$ cat config.mk
export PLATFORM = sky130hd
export DESIGN_NAME = two_axis_stepper_move_limiter
export DESIGN_NICKNAME = d
export VERILOG_FILES = /design/src/design/tsml_pkg.sv /design/src/design/tsml_cfg_regs.sv /design/src/design/tsml_in_stage.sv /design/src/design/tsml_pulse_calc.sv /design/src/design/tsml_axis_core.sv /design/src/design/two_axis_stepper_move_limiter.sv
export VERILOG_INCLUDE_DIRS = /design/src /design/src/design
export SDC_FILE = /design/constraint.sdc
export NUM_CORES = 1
export LEC_CHECK = 0
export ABC_CLOCK_PERIOD_IN_PS = 11700
export BUFFER_PORTS_ARGS = -buffer_cell sky130_fd_sc_hd__buf_2
export CORE_MARGIN = 2
export CORE_UTILIZATION = 60
export DETAILED_ROUTE_END_ITERATION = 6
export MAX_ROUTING_LAYER = met4
export PLACE_DENSITY = 0.78
export SLEW_MARGIN = 20
export SYNTH_ARGS = -nofsm -noshare
export SYNTH_HDL_FRONTEND = slang
export SYNTH_SLANG_ARGS = --single-unit
$ cat constraint.sdc
create_clock -name clk -period 11.7 [get_ports clk]
set_input_delay 2.34 -clock clk [delete_from_list [all_inputs] [get_ports clk]]
set_output_delay 2.34 -clock clk [all_outputs]
set_load 0.1 [all_outputs]
$ cat src/design/two_axis_stepper_move_limiter_assert.svh
// assertion macros for the two-axis stepper move limiter
`ifndef TWO_AXIS_STEPPER_MOVE_LIMITER_ASSERT_SVH
`define TWO_AXIS_STEPPER_MOVE_LIMITER_ASSERT_SVH

`ifndef ASSERT_OFF
`define TSML_ASSERT_IMPLY(label, clk, rst_n, ante, cons) \
	label: assert property (@(posedge clk) disable iff (!(rst_n)) (ante) |-> (cons)) \
		else $error("tsml assertion failed");
`define TSML_ASSERT_NEXT(label, clk, rst_n, ante, cons) \
	label: assert property (@(posedge clk) disable iff (!(rst_n)) (ante) |=> (cons)) \
		else $error("tsml assertion failed");
`else
`define TSML_ASSERT_IMPLY(label, clk, rst_n, ante, cons)
`define TSML_ASSERT_NEXT(label, clk, rst_n, ante, cons)
`endif

`endif

$ cat src/design/tsml_pkg.sv
// shared types and constants of the two-axis stepper move limiter
package tsml_pkg;

	localparam int MICROSTEPS      = 16;
	localparam int STEPS_PER_TURN  = 200;
	localparam int UNITS_PER_TURN  = 23040;
	localparam int PULSES_PER_TURN = STEPS_PER_TURN * MICROSTEPS;

	localparam int ANGLE_W = 14;
	localparam int DELTA_W = 14;
	localparam int PULSE_W = 12;
	localparam int SUM_W   = ANGLE_W + 2;

	localparam int unsigned PULSE_MAX = (1 << PULSE_W) - 1;

	// numerator of the rounded pulse count: delta * pulses_per_turn + half a turn
	localparam longint unsigned NUM_MAX =
		longint'((1 << DELTA_W) - 1) * PULSES_PER_TURN + UNITS_PER_TURN / 2;
	localparam int NUM_W = $clog2(NUM_MAX + 1);

	// reciprocal of units per turn, exact for every numerator below 2**NUM_W
	localparam int RECIP_SH = NUM_W + $clog2(UNITS_PER_TURN);
	localparam longint unsigned RECIP =
		((64'd1 << RECIP_SH) + UNITS_PER_TURN - 1) / UNITS_PER_TURN;
	localparam int RECIP_W = $clog2(RECIP + 1);
	localparam int PROD_W  = NUM_W + RECIP_W;
	localparam int QUO_W   = PROD_W - RECIP_SH;
	localparam int CMP_W   = (QUO_W > PULSE_W) ? QUO_W : PULSE_W;

	typedef logic signed [ANGLE_W-1:0] angle_t;
	typedef logic [DELTA_W-1:0] delta_t;
	typedef logic [PULSE_W-1:0] pulse_t;
	typedef logic [NUM_W-1:0] num_t;
	typedef logic [1:0] cfg_idx_t;

	localparam cfg_idx_t CFG_UP_MAX   = 2'd0;
	localparam cfg_idx_t CFG_UP_MIN   = 2'd1;
	localparam cfg_idx_t CFG_DOWN_MAX = 2'd2;
	localparam cfg_idx_t CFG_DOWN_MIN = 2'd3;

	localparam logic OP_MOVE = 1'b0;
	localparam logic OP_TICK = 1'b1;

	localparam angle_t LIMIT_MAX_RST = 14'sd5760;
	localparam angle_t LIMIT_MIN_RST = -14'sd5760;

	typedef struct packed {
		logic   opcode;
		logic   axis;
		delta_t delta;
		logic   direction;
	} item_t;

	typedef struct packed {
		angle_t up_max;
		angle_t up_min;
		angle_t lower_max;
		angle_t lower_min;
	} limits_t;

	// result word, lowest field in the lowest bits
	typedef struct packed {
		logic [1:0] pad;
		angle_t     axis_angle;
		pulse_t     pulses_left;
		logic       dir_pin;
		logic       move_done;
		logic       step_pulse;
		logic       move_rejected;
	} result_t;

endpackage

$ cat src/design/tsml_cfg_regs.sv
// angle limit registers written through the configuration channel
module tsml_cfg_regs (
	input  logic               clk,
	input  logic               arst_n,
	input  logic               cfg_valid,
	input  tsml_pkg::cfg_idx_t cfg_index,
	input  tsml_pkg::angle_t   cfg_data,
	output tsml_pkg::limits_t  limits
);

	tsml_pkg::limits_t limits_q;

	always_ff @(posedge clk or negedge arst_n) begin
		if (!arst_n) begin
			limits_q.up_max    <= tsml_pkg::LIMIT_MAX_RST;
			limits_q.up_min    <= tsml_pkg::LIMIT_MIN_RST;
			limits_q.lower_max <= tsml_pkg::LIMIT_MAX_RST;
			limits_q.lower_min <= tsml_pkg::LIMIT_MIN_RST;
		end else if (cfg_valid) begin
			unique case (cfg_index)
				tsml_pkg::CFG_UP_MAX:   limits_q.up_max    <= cfg_data;
				tsml_pkg::CFG_UP_MIN:   limits_q.up_min    <= cfg_data;
				tsml_pkg::CFG_DOWN_MAX: limits_q.lower_max <= cfg_data;
				tsml_pkg::CFG_DOWN_MIN: limits_q.lower_min <= cfg_data;
				default:                limits_q           <= limits_q;
			endcase
		end
	end

	assign limits = limits_q;

endmodule

$ cat src/design/tsml_in_stage.sv
// input register: unpacks a request and forms the pulse-count numerator
module tsml_in_stage (
	input  logic                clk,
	input  logic                arst_n,
	input  logic                s_axis_tvalid,
	output logic                s_axis_tready,
	input  logic [15:0]         s_axis_tdata,
	input  logic [1:0]          s_axis_tuser,
	input  logic                advance,
	output logic                valid_s1,
	output tsml_pkg::item_t     item_s1,
	output tsml_pkg::num_t      num_s1
);

	logic            take;
	tsml_pkg::item_t item_in;
	tsml_pkg::num_t  num_in;

	assign s_axis_tready = !valid_s1 || advance;
	assign take          = s_axis_tvalid && s_axis_tready;

	always_comb begin
		item_in.opcode    = s_axis_tuser[0];
		item_in.axis      = s_axis_tuser[1];
		item_in.delta     = s_axis_tdata[tsml_pkg::DELTA_W-1:0];
		item_in.direction = s_axis_tdata[tsml_pkg::DELTA_W];
		// constant scale plus half a turn for round half up
		num_in = tsml_pkg::NUM_W'(item_in.delta) * tsml_pkg::NUM_W'(tsml_pkg::PULSES_PER_TURN)
			+ tsml_pkg::NUM_W'(tsml_pkg::UNITS_PER_TURN / 2);
	end

	always_ff @(posedge clk or negedge arst_n) begin
		if (!arst_n) begin
			valid_s1 <= 1'b0;
		end else if (take) begin
			valid_s1 <= 1'b1;
		end else if (advance) begin
			valid_s1 <= 1'b0;
		end
	end

	always_ff @(posedge clk) begin
		if (take) begin
			item_s1 <= item_in;
			num_s1  <= num_in;
		end
	end

endmodule

$ cat src/design/tsml_pulse_calc.sv
// pulse count from the numerator: reciprocal multiply and saturation
module tsml_pulse_calc (
	input  tsml_pkg::num_t   num,
	output tsml_pkg::pulse_t pulses
);

	logic [tsml_pkg::PROD_W-1:0] prod;
	logic [tsml_pkg::QUO_W-1:0]  quo;
	logic [tsml_pkg::CMP_W-1:0]  quo_x;

	always_comb begin
		prod  = tsml_pkg::PROD_W'(num) * tsml_pkg::PROD_W'(tsml_pkg::RECIP);
		quo   = prod[tsml_pkg::PROD_W-1:tsml_pkg::RECIP_SH];
		quo_x = tsml_pkg::CMP_W'(quo);
		if (quo_x > tsml_pkg::CMP_W'(tsml_pkg::PULSE_MAX)) begin
			pulses = tsml_pkg::PULSE_W'(tsml_pkg::PULSE_MAX);
		end else begin
			pulses = tsml_pkg::PULSE_W'(quo_x);
		end
	end

endmodule

$ cat src/design/tsml_axis_core.sv
// axis state, limit check, tick handling and result register
module tsml_axis_core (
	input  logic              clk,
	input  logic              arst_n,
	input  logic              valid_s1,
	input  tsml_pkg::item_t   item_s1,
	input  tsml_pkg::pulse_t  move_pulses,
	input  tsml_pkg::limits_t limits,
	output logic              advance,
	output logic              m_axis_tvalid,
	input  logic              m_axis_tready,
	output logic [31:0]       m_axis_tdata
);

	tsml_pkg::angle_t angle_q [2];
	tsml_pkg::pulse_t pulses_q [2];
	logic             dir_q [2];

	tsml_pkg::result_t res_q;
	logic              res_valid_q;

	tsml_pkg::angle_t cur_angle;
	tsml_pkg::pulse_t cur_pulses;
	logic             cur_dir;
	tsml_pkg::angle_t lim_max;
	tsml_pkg::angle_t lim_min;

	logic signed [tsml_pkg::SUM_W-1:0] angle_x;
	logic signed [tsml_pkg::SUM_W-1:0] delta_x;
	logic signed [tsml_pkg::SUM_W-1:0] target;
	logic                              rejected;

	tsml_pkg::angle_t  nxt_angle;
	tsml_pkg::pulse_t  nxt_pulses;
	logic              nxt_dir;
	tsml_pkg::result_t res_d;

	assign advance = valid_s1 && (!res_valid_q || m_axis_tready);

	always_comb begin
		cur_angle  = angle_q[item_s1.axis];
		cur_pulses = pulses_q[item_s1.axis];
		cur_dir    = dir_q[item_s1.axis];
		lim_max    = item_s1.axis ? limits.lower_max : limits.up_max;
		lim_min    = item_s1.axis ? limits.lower_min : limits.up_min;

		// full-precision target so the compare cannot wrap
		angle_x = tsml_pkg::SUM_W'(cur_angle);
		delta_x = $signed(tsml_pkg::SUM_W'(item_s1.delta));
		target  = item_s1.direction ? angle_x + delta_x : angle_x - delta_x;
		rejected = item_s1.direction ? (target > tsml_pkg::SUM_W'(lim_max))
			: (target < tsml_pkg::SUM_W'(lim_min));

		nxt_angle  = cur_angle;
		nxt_pulses = cur_pulses;
		nxt_dir    = cur_dir;
		res_d      = '0;

		unique case (item_s1.opcode)
			tsml_pkg::OP_MOVE: begin
				if (rejected) begin
					res_d.move_rejected = 1'b1;
				end else begin
					nxt_angle  = target[tsml_pkg::ANGLE_W-1:0];
					nxt_pulses = move_pulses;
					nxt_dir    = item_s1.direction;
				end
			end
			tsml_pkg::OP_TICK: begin
				if (cur_pulses != '0) begin
					nxt_pulses       = cur_pulses - tsml_pkg::PULSE_W'(1);
					res_d.step_pulse = 1'b1;
					res_d.move_done  = (cur_pulses == tsml_pkg::PULSE_W'(1));
				end
			end
			default: begin
				res_d = '0;
			end
		endcase

		res_d.dir_pin     = nxt_dir;
		res_d.pulses_left = nxt_pulses;
		res_d.axis_angle  = nxt_angle;
	end

	always_ff @(posedge clk or negedge arst_n) begin
		if (!arst_n) begin
			angle_q[0]  <= '0;
			angle_q[1]  <= '0;
			pulses_q[0] <= '0;
			pulses_q[1] <= '0;
			dir_q[0]    <= 1'b0;
			dir_q[1]    <= 1'b0;
			res_valid_q <= 1'b0;
		end else begin
			if (advance) begin
				angle_q[item_s1.axis]  <= nxt_angle;
				pulses_q[item_s1.axis] <= nxt_pulses;
				dir_q[item_s1.axis]    <= nxt_dir;
				res_valid_q            <= 1'b1;
			end else if (m_axis_tready) begin
				res_valid_q <= 1'b0;
			end
		end
	end

	always_ff @(posedge clk) begin
		if (advance) begin
			res_q <= res_d;
		end
	end

	assign m_axis_tvalid = res_valid_q;
	assign m_axis_tdata  = res_q;

endmodule

$ cat src/design/two_axis_stepper_move_limiter.sv
// top level of the two-axis stepper move limiter
//
// Two stepper axes, each with an absolute angle, a pending-pulse counter and a
// latched direction. A move request (tuser[0] = 0) is checked against the
// axis limits and, when it fits, updates the angle and direction and reloads
// the counter with the rounded pulse count; a tick request (tuser[0] = 1)
// consumes one pending pulse. Every request yields exactly one result that
// shows the addressed axis after the request. One request is taken every
// clock while the output is not stalled; a request is held in the input
// register, then the limit compare and the state update of the axis
// registers load the result register. The pulse count is a reciprocal
// multiply behind the input register. Limit registers may be written only
// while no request is in flight; cfg_ready is always high.
`include "two_axis_stepper_move_limiter_assert.svh"

module two_axis_stepper_move_limiter (
	input  logic        clk,
	input  logic        arst_n,
	input  logic        s_axis_tvalid,
	output logic        s_axis_tready,
	input  logic [15:0] s_axis_tdata,  // delta_angle[13:0], direction[14], zero[15]
	input  logic [1:0]  s_axis_tuser,  // opcode[0], axis[1]
	output logic        m_axis_tvalid,
	input  logic        m_axis_tready,
	// move_rejected[0], step_pulse[1], move_done[2], dir_pin[3],
	// pulses_left[15:4], axis_angle[29:16], zero[31:30]
	output logic [31:0] m_axis_tdata,
	input  logic        cfg_valid,
	output logic        cfg_ready,
	input  logic [1:0]  cfg_index,
	input  logic [13:0] cfg_data
);

	tsml_pkg::limits_t limits;
	tsml_pkg::item_t   item_s1;
	tsml_pkg::num_t    num_s1;
	tsml_pkg::pulse_t  move_pulses;
	logic              valid_s1;
	logic              advance;

	assign cfg_ready = 1'b1;

	tsml_cfg_regs u_cfg_regs (
		.clk       (clk),
		.arst_n    (arst_n),
		.cfg_valid (cfg_valid),
		.cfg_index (cfg_index),
		.cfg_data  (cfg_data),
		.limits    (limits)
	);

	tsml_in_stage u_in_stage (
		.clk           (clk),
		.arst_n        (arst_n),
		.s_axis_tvalid (s_axis_tvalid),
		.s_axis_tready (s_axis_tready),
		.s_axis_tdata  (s_axis_tdata),
		.s_axis_tuser  (s_axis_tuser),
		.advance       (advance),
		.valid_s1      (valid_s1),
		.item_s1       (item_s1),
		.num_s1        (num_s1)
	);

	tsml_pulse_calc u_pulse_calc (
		.num    (num_s1),
		.pulses (move_pulses)
	);

	tsml_axis_core u_axis_core (
		.clk           (clk),
		.arst_n        (arst_n),
		.valid_s1      (valid_s1),
		.item_s1       (item_s1),
		.move_pulses   (move_pulses),
		.limits        (limits),
		.advance       (advance),
		.m_axis_tvalid (m_axis_tvalid),
		.m_axis_tready (m_axis_tready),
		.m_axis_tdata  (m_axis_tdata)
	);

	// a rejected move never steps and a finished move has nothing left
	`TSML_ASSERT_IMPLY(a_reject_no_step, clk, arst_n, m_axis_tvalid && m_axis_tdata[0], m_axis_tdata[2:1] == 2'b00)
	`TSML_ASSERT_IMPLY(a_done_empty, clk, arst_n, m_axis_tvalid && m_axis_tdata[2], m_axis_tdata[1] && (m_axis_tdata[15:4] == 12'd0))
	// a tick on a busy axis shows one pulse fewer in its result
	`TSML_ASSERT_NEXT(a_tick_counts, clk, arst_n, advance && (item_s1.opcode == tsml_pkg::OP_TICK) && (u_axis_core.cur_pulses != 12'd0), m_axis_tvalid && (m_axis_tdata[15:4] == $past(u_axis_core.cur_pulses) - 12'd1))

endmodule

**Word-level counts from Yosys, hierarchy flattened**

Cells that the tools add are included.

- Register bits: 185
- Input port bits: 39
- Output and inout port bits: 35
- Logic and storage cells: 92

- Add/subtract/negate cells: 4
- Multiply operators: 2
- Order comparisons: 5
- Equality and inequality tests: 4
- Muxes and demuxes: 36
- Bitwise logic cells: 2
- Reduce and logical (&&, ||, !) cells: 16

Operators by type and width:

| cell | number |
|---|---|
| two-way mux 14 bit | 8 |
| two-way mux 12 bit | 7 |
| multiplier 26 x 26 -> 52 bit, second input constant | 1 |
| bitwise mux 28 bit | 1 |
| adder 26 x 14 -> 26 bit, second input constant | 1 |
| bitwise mux 24 bit | 1 |
| one-hot mux 12 bit (2 select lines) | 1 |
| multiplier 14 x 5 -> 19 bit, second input constant | 1 |
| adder 14 x 15 -> 16 bit | 1 |
| greater-than comparator 16 x 14 -> 1 bit | 1 |
| < comparator 16 x 14 -> 1 bit | 1 |
| two-way mux 16 bit | 1 |
| subtractor 14 x 15 -> 16 bit | 1 |
| demux 14 bit (select 1 bit) | 1 |
| two-way mux 1 bit | 13 |
| demux 12 bit (select 1 bit) | 1 |
| == test 12 x 1 -> 1 bit, second input constant | 1 |
| greater-than comparator 12 bit, second input constant | 1 |
| nonzero test 12 bit | 1 |
| subtractor 12 x 1 -> 12 bit, second input constant | 1 |
| AND reduction 2 bit | 5 |
| == test 2 bit, second input constant | 2 |
| nonzero test 2 bit | 2 |
| logical AND 1 bit | 3 |
| other kinds (10) | 12 |

**Logic depth before layout (Yosys ltp)**

- Word-level depth: 11
- Mapped depth: 25
- Mapped depth without buffers: 23

**By module**

From an unflattened synthesis, not the netlist that was laid out.

- Cell total of the unflattened synthesis: 2,124
- Area total of the unflattened synthesis: 22,052.4 um^2

Modules (own cells, without submodules):

| module | times used | cells each | area each (um^2) |
|---|---|---|---|
| tsml_pulse_calc | 1 | 1,141 | 10,647.7 |
| tsml_axis_core | 1 | 577 | 6,293.5 |
| tsml_in_stage | 1 | 284 | 2,979.1 |
| tsml_cfg_regs | 1 | 120 | 2,120.8 |
| two_axis_stepper_move_limiter | 1 | 2 | 11.3 |

**Least setup slack after synthesis**

No wires, ideal clock.

- Kind: register to register
- Start point: reg, netlist name u_in_stage.item_s1[1]
- End point: reg u_axis_core.res_q, in the netlist u_axis_core.m_axis_tdata[13] (data pin)
- Setup time: 0.267 ns
- Arrival: 5.894 ns
- Data required time: 11.433 ns
- Setup slack: 5.538 ns
- Cell stages (with the launch flop): 21
- Buffers on the path: 0
- Period minus slack after synthesis: 6.162 ns
- Path through: edfxtp_1 > ha_1 > xor2_1 > ha_1 > or2_2 > fa_1 > inv_1 > fa_1 > inv_1 > fa_1 > fa_1 > ha_1 > ha_1 > and3_1 > nand2_1 > or4_1 > a21o_1 > a211oi_1 > o21ai_0 > a311oi_1 > nor2_1

- Word-level cells in the longest chain between the ends: 6
- Elaborated cells between the ends (all ways): 8

Ends and longest elaborated chain:

| what | line | RTL |
|---|---|---|
| subtractor 14 x 15 -> 16 bit / adder 14 x 15 -> 16 bit (equally long branches) | tsml_axis_core.sv:50 | `target = item_s1.direction ? angle_x + delta_x : angle_x - delta_x;` |
| two-way mux 16 bit (*) | tsml_axis_core.sv:50 |  |
| < comparator 16 x 14 -> 1 bit / greater-than comparator 16 x 14 -> 1 bit (equally long branches) | tsml_axis_core.sv:52, tsml_axis_core.sv:51 |  |
| two-way mux 1 bit (*) | tsml_axis_core.sv:51 | `rejected = item_s1.direction ? (target > tsml_pkg::SUM_W'(lim_max))` |
| two-way mux 12 bit (*) | tsml_axis_core.sv:61 | `if (rejected) begin` |
| one-hot mux 12 bit (2 select lines) (*) | tsml_axis_core.sv:59 | `unique case (item_s1.opcode)` |
| via u_axis_core.nxt_pulses[9] | tsml_axis_core.sv:34 | `tsml_pkg::pulse_t nxt_pulses;` |
| to (signal assigned) | tsml_axis_core.sv:109 | `res_q <= res_d;` |
| to (decl) | tsml_axis_core.sv:19 | `tsml_pkg::result_t res_q;` |

The timed path passes the listed nets; every way through them passes the cells marked *.
A chain may end at the register's enable or synchronous reset.

**Worst setup path after layout**

- Start point: reg, netlist name u_in_stage.item_s1[15]
- End point: reg u_axis_core.res_q, in the netlist u_axis_core.m_axis_tdata[14] (data pin)

- Word-level cells in the longest chain between the ends: 10
- Elaborated cells between the ends (all ways): 20

Ends and longest elaborated chain:

| what | line | RTL |
|---|---|---|
| inverter 1 -> 2 bit (implied by the code) | tsml_axis_core.sv:41, tsml_axis_core.sv:42 |  |
| two-way mux 14 bit (implied by the code) (3 in series) | tsml_axis_core.sv:41 | `cur_angle = angle_q[item_s1.axis];` |
| subtractor 14 x 15 -> 16 bit / adder 14 x 15 -> 16 bit (equally long branches) | tsml_axis_core.sv:50 |  |
| two-way mux 16 bit | tsml_axis_core.sv:50 |  |
| < comparator 16 x 14 -> 1 bit / greater-than comparator 16 x 14 -> 1 bit (equally long branches) | tsml_axis_core.sv:52, tsml_axis_core.sv:51 |  |
| two-way mux 1 bit | tsml_axis_core.sv:51 |  |
| two-way mux 12 bit | tsml_axis_core.sv:61 |  |
| one-hot mux 12 bit (2 select lines) (*) | tsml_axis_core.sv:59 |  |
| via u_axis_core.nxt_pulses[10] | tsml_axis_core.sv:34 |  |

The timed path passes the listed nets; every way through them passes the cells marked *. The select of a mux whose other input is x is not followed.

==> impl_metrics.ini <==
[setup_path]
crit_path_max_incr_delay_ns = 0.82
critPathLaunchType = register
required_ns = 11.87
crit_chain = buf_4 -> mux2_2 -> ha_1 -> nor2b_1 -> o21ai_0 -> a21boi_0 -> o221a_2 -> o211ai_1 -> nand3_1 -> and3_1 -> o311ai_0 -> ha_1 -> nand4_1 -> a211oi_1 -> nor4_1 -> a32oi_2 -> or2_2 -> o31a_4 -> a21oi_1 -> nor2_1
cp_top_family = compound AO/OA/AOI/OAI gates
rr_worst_depth = 20
regToRegSetupSlack_ns = 4.17
r2r_end = u_axis_core.m_axis_tdata[14]$_DFFE_PP_
crit_path_frequent_cell = ha_1
crit_path_end_kind = register
path_class = reg2reg
crit_slowest_cell = buf_4
r2r_start = u_in_stage.item_s1[15]$_DFFE_PP_
critPathBufInv = 1
cp.arrival_ns = 7.70
cp_max_fo = 62
cp_num_cells = 20

[place]
numPortBuffers = 69
dp_cells = 2261
gp_congestion = 0.983
place_hpwl_mm = 35.8
pre_cts_ws_ns = 4.41

[grt]
antenna_found_initial = 0
grt_max_degree = 79
grt_pass1_vias = 14000
grt_use_total_pct = 28.9
grt_overflow_total = 0
grt_pass1_wl_mm = 72.2

[layout]
area_growth_pct = 7.03
insertedDiodeCount = 0
stdcell_count = 2294
drive_above_1_share_pct = 13.1
nFillCells = 2438
num-nets-final = 2390

[detailed_routing]
routed.top_layer = met4
met1_length_mm = 19.7
drc = 0
via_per_inst = 6.00
wl_per_cell_um = 19.4
drtAntennaViolNets = 0
wirelength_mm = 44.5
met3WireLength_mm = 2.91
drt_iter0_markers = 1040
dr.pass1.iters = 5
via_count = 13800
dr_wl_met2_mm = 20.4

[clock_tree]
hold_buffers = 0
post-cts-setup-buffers = 0
cts_max_path_buffers = 2
ctsResizeCount = 0
clk_pin_slew_ns = 0.06
cts_num_sinks = 177
cts_buffers = 17
htree_levels = 4
cts_root_buffer = clkbuf_16
tritoncts = done
clk-insertion-delay-late_ns = 0.45

[synth]
syn_area_um2 = 18800
synth_most_common_cell = inv_1
seq_area_frac_synth_pct = 25.4
synth.avg_cell_area_um2 = 10.3
ys.flop_type = dfrtp_1
synth-edff-count = 65
synth_warnings = 0
synthTopCellsByCount = 323 x inv_1, 320 x ha_1, 146 x fa_1
synth.area.top_cells = ha_1 21%, fa_1 16%, dfrtp_1 13%
yosysTopAreaCell = ha_1
netlist_instances = 1822
ys_types = 79
synth-async-reset-ratio_pct = 63.3
yosysTopAreaCellShare_pct = 21.3
synth_seq_cells = 177

[floorplanning]
ios = 74
fp.coreArea_um2 = 30700
die_h_um = 181
initial_core_util_pct = 61.2
num_rows = 64
fp.dieW_um = 181
die-area_um2 = 32800

[sta]
worst_slew_pin_slew_ns = 0.986
max_freq_mhz = 133
period_share_pct = 64.3
fin_skew_ns = 0.0149
hold_ws_ns = 0.482
setup-tns-final_ns = 0
final_max_slew_viol_count = 0
setup_slack_ns = 4.17
layout_min_cycle_time_ns = 7.53
setup-violations-final = 0
rsz0062_at_grt = no
finalHoldViolCount = 0
max-slew-margin-rel_pct = 34.2

[run]
max_cap_violations = 0

[worst_hold_path]
min_from = u_axis_core.pulses_q[10]$_DFFE_PN0P_
hold_path.class = reg2reg
hold_path_depth = 2
whs_endpoint = u_axis_core.pulses_q[10]$_DFFE_PN0P_

[run_status]
status = completed
layer usage:
layer | global-route usage [%] | vias up
li1 | - | 6435
met1 | 38.2 | 6819
met5 | - | -
met4 | 9.85 | 0
met2 | 45.2 | 419
met3 | 5.28 | 88
layout by cell type (no fill, tap or decap), drive strengths merged, types with 12 or more instances in the layout:
cell type and n:
and3 13, dfstp 16, mux2i 50, a31oi 20
mux2 98, o21ai 62, o211ai 12, clkbuf 24
o21a 14, dfrtp 96, edfxtp 65, buf 79
nor2 70, fa 146, nor3 24, xor2 28
a21oi 72, o31ai 17, nand4 13, ha 320
a21o 19, nor4 13, nand2 87, nand3 34
xnor2 37, inv 324
flip-flops by register name (all words and copies together) (netlist names):
signal                     cells
u_axis_core.dir_q              2
u_in_stage.item_s1            17
u_axis_core.m_axis_tvalid      1
u_axis_core.m_axis_tdata      30
u_axis_core.angle_q           28
u_in_stage.valid_s1            1
u_cfg_regs.limits             56
u_in_stage.num_s1             18
u_axis_core.pulses_q          24
tightest hold or removal path: cells and delay by family (launching register included):
family           cells  cell delay [ns]
AND/OR/NAND/NOR      1             0.05
AO/OA/AOI/OAI        1             0.05
flip-flops           1             0.34
final cells by class:
cell class | count | area (um^2) | area share [%]
Clock buffer | 24 | 493 | 2.45
Sequential cell | 177 | 4770 | 23.7
Multi-Input combinational cell | 1286 | 12700 | 62.9
Clock inverter | 8 | 55.1 | 0.273
Tap cell | 396 | 495 | 2.46
Timing Repair Buffer | 79 | 443 | 2.20
Inverter | 324 | 1220 | 6.04
kinds of logic after synthesis:
group,share of synthesized area [%]
fa+ha+maj,36.8
buf+inv,7.38
simple gates,8.34
compound gates,10.3
flops,25.4
mux,8.64
xor+xnor,3.14
other cells,0.0399
metrics by stage:
stage	utilization, %	area (um^2)
floorplan	-	18800
global placement	63.6	19600
detailed placement	63.6	19600
CTS	65.4	20100
global route	65.5	20100
finish	65.5	20100
worst max path at each step:
stage / slack, ns / to / from
CTS: 4.38 / u_axis_core.m_axis_tdata[22]$_DFFE_PP_ / u_in_stage.item_s1[15]$_DFFE_PP_
detailed placement: 4.41 / u_axis_core.m_axis_tdata[22]$_DFFE_PP_ / u_in_stage.item_s1[15]$_DFFE_PP_
global route: 3.94 / u_axis_core.m_axis_tdata[22]$_DFFE_PP_ / u_in_stage.item_s1[15]$_DFFE_PP_
finish: 4.17 / u_axis_core.m_axis_tdata[14]$_DFFE_PP_ / u_in_stage.item_s1[15]$_DFFE_PP_
floorplan: 5.54 / u_axis_core.m_axis_tdata[13]$_DFFE_PP_ / u_in_stage.item_s1[1]$_DFFE_PP_
global placement: 4.63 / u_axis_core.m_axis_tdata[13]$_DFFE_PP_ / u_in_stage.num_s1[8]$_DFFE_PP_
Power is not shown: default switching activity piles up to over one toggle a cycle in this logic, so the estimate is an artifact.
